$ cat src/rtl/core/tibs_pkg.sv
// ----------------------------------------------------------------------------
// Triple intersection best scorer: shared types and constants
// Field widths, command and register codes, and the transaction structs.
// ----------------------------------------------------------------------------
`default_nettype none

package tibs_pkg;

   localparam int GENE_W     = 10;
   localparam int SIDX_W     = 10;
   localparam int COUNT_W    = 11;
   localparam int ALPHA_W    = 9;
   localparam int SCORE_W    = 20;
   localparam int CSR_ADDR_W = 4;
   localparam int CSR_DATA_W = 32;

   localparam logic [SCORE_W-1:0] SCORE_MAX = '1;
   localparam logic [COUNT_W-1:0] COUNT_MAX = '1;

   typedef enum logic [1:0] {
      CMD_LOAD       = 2'd0,
      CMD_CLEAR_BEST = 2'd1,
      CMD_SCORE      = 2'd2,
      CMD_COMMIT     = 2'd3
   } tibs_cmd_type;

   localparam logic [1:0] REG_TUMOR_COUNT  = 2'd0;
   localparam logic [1:0] REG_NORMAL_COUNT = 2'd1;
   localparam logic [1:0] REG_ALPHA_WEIGHT = 2'd2;

   typedef struct packed {
      tibs_cmd_type       command;
      logic [GENE_W-1:0]  load_gene;
      logic [SIDX_W-1:0]  load_sample;
      logic [GENE_W-1:0]  first_gene;
      logic [GENE_W-1:0]  second_gene;
      logic [GENE_W-1:0]  third_gene;
   } tibs_req_type;

   typedef struct packed {
      logic               best_valid;
      logic [GENE_W-1:0]  best_first;
      logic [GENE_W-1:0]  best_second;
      logic [GENE_W-1:0]  best_third;
      logic [SCORE_W-1:0] best_score;
      logic [SCORE_W-1:0] triple_score;
      logic [COUNT_W-1:0] covered_count;
   } tibs_rsp_type;

   typedef struct packed {
      logic wipe;
      logic restart;
      logic word_valid;
      logic commit;
   } tibs_tally_ctrl_type;

endpackage

`default_nettype wire

$ cat src/rtl/core/tibs_tally.sv
// ----------------------------------------------------------------------------
// Tally unit
// Masks each common word into tumor and normal spans, popcounts them and
// accumulates TP and FP, or merges tumor hits into the covered bitmap.
// ----------------------------------------------------------------------------
`default_nettype none

module tibs_tally
   import tibs_pkg::*;
#(
   parameter int WORD_BITS = 64,
   parameter int ROW_WORDS = 16,
   parameter int WIDX_W    = 4,
   parameter int POS_W     = 12,
   parameter int TP_W      = 11
) (
   input  wire                       clock,
   input  wire                       reset,
   input  tibs_tally_ctrl_type       ctrl,
   input  wire  [WIDX_W-1:0]         word_idx,
   input  wire  [POS_W-1:0]          word_base,
   input  wire  [WORD_BITS-1:0]      common_word,
   input  wire  [COUNT_W-1:0]        tumor_count,
   input  wire  [COUNT_W:0]          normal_end,
   output logic [TP_W-1:0]           tp_sum,
   output logic [TP_W-1:0]           fp_sum,
   output logic [TP_W-1:0]           cov_sum,
   output logic                      busy
);

   function automatic logic [WORD_BITS-1:0] span_mask(input logic [POS_W-1:0] lo,
                                                      input logic [POS_W-1:0] hi,
                                                      input logic [POS_W-1:0] base);
      logic [POS_W-1:0]     s;
      logic [POS_W-1:0]     e;
      logic [WORD_BITS-1:0] m;
      s = (lo > base) ? lo - base : '0;
      e = (hi > base) ? hi - base : '0;
      for (int i = 0; i < WORD_BITS; i++) begin
         m[i] = (POS_W'(i) >= s) && (POS_W'(i) < e);
      end
      return m;
   endfunction

   function automatic logic [6:0] popcount64(input logic [63:0] x);
      logic [63:0] a;
      logic [63:0] b;
      logic [63:0] c;
      logic [63:0] d;
      logic [63:0] f;
      logic [63:0] g;
      a = x - ((x >> 1) & 64'h5555_5555_5555_5555);
      b = (a & 64'h3333_3333_3333_3333) + ((a >> 2) & 64'h3333_3333_3333_3333);
      c = (b + (b >> 4)) & 64'h0f0f_0f0f_0f0f_0f0f;
      d = c + (c >> 8);
      f = d + (d >> 16);
      g = f + (f >> 32);
      return g[6:0];
   endfunction

   logic [WORD_BITS-1:0] cov_mem [ROW_WORDS];

   logic                 a_valid_ff;
   logic                 a_commit_ff;
   logic [WIDX_W-1:0]    a_idx_ff;
   logic [WORD_BITS-1:0] a_tword_ff;
   logic [WORD_BITS-1:0] a_fword_ff;
   logic [WORD_BITS-1:0] cov_q_ff;
   logic [TP_W-1:0]      tp_sum_ff;
   logic [TP_W-1:0]      fp_sum_ff;
   logic [TP_W-1:0]      cov_sum_ff;

   logic [WORD_BITS-1:0] tmask;
   logic [WORD_BITS-1:0] fmask;
   logic [WORD_BITS-1:0] cov_new;
   logic [6:0]           pop_t;
   logic [6:0]           pop_f;
   logic [6:0]           pop_c;

   always_comb begin
      tmask   = span_mask('0, POS_W'(tumor_count), word_base);
      fmask   = span_mask(POS_W'(tumor_count), POS_W'(normal_end), word_base);
      cov_new = cov_q_ff | a_tword_ff;
      pop_t   = popcount64(64'(a_tword_ff));
      pop_f   = popcount64(64'(a_fword_ff));
      pop_c   = popcount64(64'(cov_new));
   end

   always_ff @(posedge clock) begin
      if (ctrl.wipe) begin
         cov_mem[word_idx] <= '0;
      end else if (a_valid_ff && a_commit_ff) begin
         cov_mem[a_idx_ff] <= cov_new;
      end
      cov_q_ff <= cov_mem[word_idx];
      if (ctrl.word_valid) begin
         a_commit_ff <= ctrl.commit;
         a_idx_ff    <= word_idx;
         a_tword_ff  <= common_word & tmask;
         a_fword_ff  <= common_word & fmask;
      end
   end

   always_ff @(posedge clock) begin
      if (reset) begin
         a_valid_ff <= 1'b0;
         tp_sum_ff  <= '0;
         fp_sum_ff  <= '0;
         cov_sum_ff <= '0;
      end else begin
         a_valid_ff <= ctrl.word_valid;
         if (ctrl.restart) begin
            tp_sum_ff  <= '0;
            fp_sum_ff  <= '0;
            cov_sum_ff <= '0;
         end else if (a_valid_ff) begin
            if (a_commit_ff) begin
               cov_sum_ff <= cov_sum_ff + TP_W'(pop_c);
            end else begin
               tp_sum_ff <= tp_sum_ff + TP_W'(pop_t);
               fp_sum_ff <= fp_sum_ff + TP_W'(pop_f);
            end
         end
      end
   end

   assign tp_sum  = tp_sum_ff;
   assign fp_sum  = fp_sum_ff;
   assign cov_sum = cov_sum_ff;
   assign busy    = a_valid_ff;

endmodule

`default_nettype wire
$ cat config.mk
export PLATFORM = sky130hd
export DESIGN_NAME = tibs_tally
export DESIGN_NICKNAME = d
export VERILOG_FILES = /design/src/rtl/core/tibs_pkg.sv /design/src/rtl/core/tibs_tally.sv
export SDC_FILE = /design/constraint.sdc
export NUM_CORES = 2
export LEC_CHECK = 0
export BUFFER_PORTS_ARGS = -buffer_cell sky130_fd_sc_hd__buf_2
export CAP_MARGIN = 0
export CORE_ASPECT_RATIO = 1.25
export CORE_MARGIN = 3
export CORE_UTILIZATION = 27
export CTS_CLUSTER_SIZE = 28
export DETAILED_ROUTE_END_ITERATION = 8
export HOLD_SLACK_MARGIN = 0.12
export PLACE_DENSITY = 0.49
export SYNTH_ARGS = -nofsm -noshare
export SYNTH_HDL_FRONTEND = slang
export SYNTH_SLANG_ARGS = --single-unit
export TNS_END_PERCENT = 100
$ cat constraint.sdc
create_clock -name clock -period 14.9 [get_ports clock]
set_input_delay 1.49 -clock clock [delete_from_list [all_inputs] [get_ports clock]]
set_output_delay 1.49 -clock clock [all_outputs]
set_load 0.01 [all_outputs]
==> summary.txt <==
Worst setup path
  • Delay of the slowest critical-path stage: 0.90 ns
  • WS Path Type: flip-flop to flip-flop
  • Crit. End Element: flip-flop
  • Top cell by count, worst path: inv_1
  • Crit path required time: 15.52 ns
  • R2r setup slk: 5.82 ns
  • CP Launch Type: flip-flop
  • Worst Path Max Fanout: 5
  • Worst path slowest cell: a2111oi_0
  • Crit path arrival time: 9.70 ns

CTS
  • Max Buffers Root-to-Sink: 4
  • CTS Hold Buffers Added: 0
  • Clock-pin transition on the worst setup and hold timing paths: 0.06 ns
  • Postcts setup bufs: 0
  • Clk_lat worst skew: 0.79 ns
  • H-tree depth: 4
  • # resized after CTS: 0
  • Root buf cell: clkbuf_16
  • Clk sinks: 1255
  • CTS buffer count: 138
  • TritonCTS clock tree: built

Synthesis
  • Register area share after synthesis: 55.5%
  • Share of the synthesized area in the top cell type: 52.6%
  • Post-Synthesis Cells: 4697
  • Synth area leader: edfxtp_1
  • Mapped cell area: 66100 um^2
  • Syn_area_per_cell: 14.1 um^2
  • #FFs+latches synth: 1255
  • Net Count, Synth: 5402
  • Yosys warns: 0
  • Ys async rst share: 0%
  • Largest cells by area after synthesis: edfxtp_1, mux4_2, ha_1
  • Post-synth EDFFs: 1157
  • Library cells used by synthesis: 84
  • Dominant synthesized flop cell: edfxtp_1

Die
  • Die height: 559 um
  • Die Span X: 449 um
  • Die ar.: 251000 um^2
  • # rows: 202
  • Top Ports: 143
  • Starting Density: 27.2%
  • Core box area: 243000 um^2

STA
  • Min Hold Slack: 0.492 ns
  • Clock Skew: 0.0752 ns
  • Fmax: 110 MHz
  • Setup-failing EPs final: 0
  • Fin. Hold Viols: 0
  • Slew headroom: 14.2%
  • Pins over their slew limit: 0
  • Least-Margin Pin Slew: 1.25 ns
  • Period utilisation layout: 61.0%
  • Setup repair after global routing missed its margin: false
  • Total negative slack: 0 ns
  • Final min period: 9.08 ns

Detailed routing
  • DR iter-0 viols: 2565
  • Vias per inst: 4.81
  • ANT nets after route: 0
  • Routed WL: 190 mm
  • Routed vias: 39800
  • # DRC: 0
  • First drt pass iteration count: 7
  • DR WL/cell: 22.9 um

GRT
  • Remaining Overflow, GRT: 0
  • Met2 usage: 26.7%
  • Number of global-route vias before repair: 41400
  • GRT Total Usage: 14.8%
  • Top Usage Layer GRT: met2
  • Global-route wire length before repair: 279 mm
  • Largest net degree at the start of global routing: 90
  • Met1 GRT Util: 18.4%
  • Antenna violations before repair: 4
  • GR Util met3: 1.66%

Final layout
  • Nets: 5616
  • Non-filler instance count after layout: 8278
  • Layout cells sized above 1: 15.5%
  • P&R area growth vs syn: 14.1%
  • Post-route cell area: 75400 um^2

Placement
  • Placed cell area: 71100 um^2
  • Gp weighted congestion: 0.948
  • Post-DP HPWL: 132 mm
  • IO buf count: 142
  • Inst Count DP: 8035

Worst hold path
  • Worst min-delay path class: flip-flop to flip-flop

Outcome
  • Run status: finished clean

Run
  • Max-capacitance violation count: 0
-- per-stage QoR --
stage          util (%)  worst slack [ns]
3_5_place_dp       29.3              5.73
5_1_grt            31.0              5.16
2_1_floorplan         -              6.92
6_report           31.0              5.82
3_3_place_gp       29.3              5.72
4_1_cts            31.0              5.69
-- metal layers --
metal | part of all wire, % | routed length [um]
met1 | 42 | 79000
met4 | 3.4 | 6520
met5 | 0 | 0
met2 | 51 | 97400
met3 | 3.5 | 6630
-- state kept, by name, summed over array words and instances, names as in the netlist --
register / cells
fp_sum: 11
cov_sum: 11
busy: 1
a_commit_ff: 1
a_tword_ff: 64
a_idx_ff: 4
tp_sum: 11
cov_q_ff: 64
cov_mem: 1024
a_fword_ff: 64
-- synth_stat cells (44+ instances only) --
| library cell | count |
|---|---|
| xor2_1 | 83 |
| xnor2_1 | 207 |
| nor3_1 | 68 |
| edfxtp_1 | 1157 |
| nand2b_1 | 44 |
| ha_1 | 498 |
| inv_1 | 347 |
| nor2_1 | 354 |
| clkbuf_1 | 98 |
| o21ai_0 | 172 |
| fa_1 | 98 |
| dfxtp_1 | 98 |
| a21oi_1 | 238 |
| a21o_1 | 119 |
| nand2_1 | 214 |
| mux4_2 | 320 |
| nand3_1 | 69 |
-- layout by cell type (no fill, tap or decap), types with 83 or more instances in the layout --
cell type  instances
dfxtp_1           98
a21o_1           119
ha_1             498
nor2_1           338
xor2_1            83
inv_1            346
o21ai_0          171
buf_2            138
nand2_1          214
xnor2_1          207
clkbuf_16        140
mux4_2           320
edfxtp_1        1157
fa_1              98
a21oi_1          238
-- cell families after synthesis --
logic type / Yosys count / synth area share, %
adders and majority gates: 596 / 12.4
buffers and inverters: 477 / 2.72
muxes: 321 / 10.9
and+or+nand+nor: 981 / 7.09
xor gates and xnor gates: 290 / 3.84
DFF: 1255 / 55.5
AOI/OAI and AO/OA: 777 / 7.48
-- final cells by class --
type / instances / area [um^2]
clock inverters: 65 / 591
inverters: 347 / 1310
clock buffers: 174 / 3730
repair buffers: 204 / 1230
well taps: 3264 / 4080
multi-input cells: 2965 / 27700
diodes: 4 / 10.0
flip-flops and latches: 1255 / 36700
fillers: 24100 / 168000
-- path summary, 6_finish.rpt --
kind | from | cells after the start | end
setup reg to reg | a_fword_ff[17]$_DFFE_PP_ | 31 | fp_sum[10]$_SDFFE_PP0P_
hold / removal | fp_sum[4]$_SDFFE_PP0P_ | 2 | fp_sum[4]$_SDFFE_PP0P_
setup / recovery | a_fword_ff[17]$_DFFE_PP_ | 31 | fp_sum[10]$_SDFFE_PP0P_
hold reg to reg | fp_sum[4]$_SDFFE_PP0P_ | 2 | fp_sum[4]$_SDFFE_PP0P_
-- critical path: cells and delay by family, from the launching register on --
| kind | cells | cell delay [ns] |
|---|---|---|
| AND/OR/NAND/NOR | 4 | 0.59 |
| adder cells (fa/ha/maj) | 7 | 3.12 |
| AO/OA/AOI/OAI | 11 | 3.46 |
| XOR/XNOR | 4 | 0.94 |
| flip-flops | 1 | 0.44 |
| buffers and inverters | 5 | 0.40 |
Power is not shown: default switching activity piles up to over one toggle a cycle in this logic, so the estimate is an artifact.
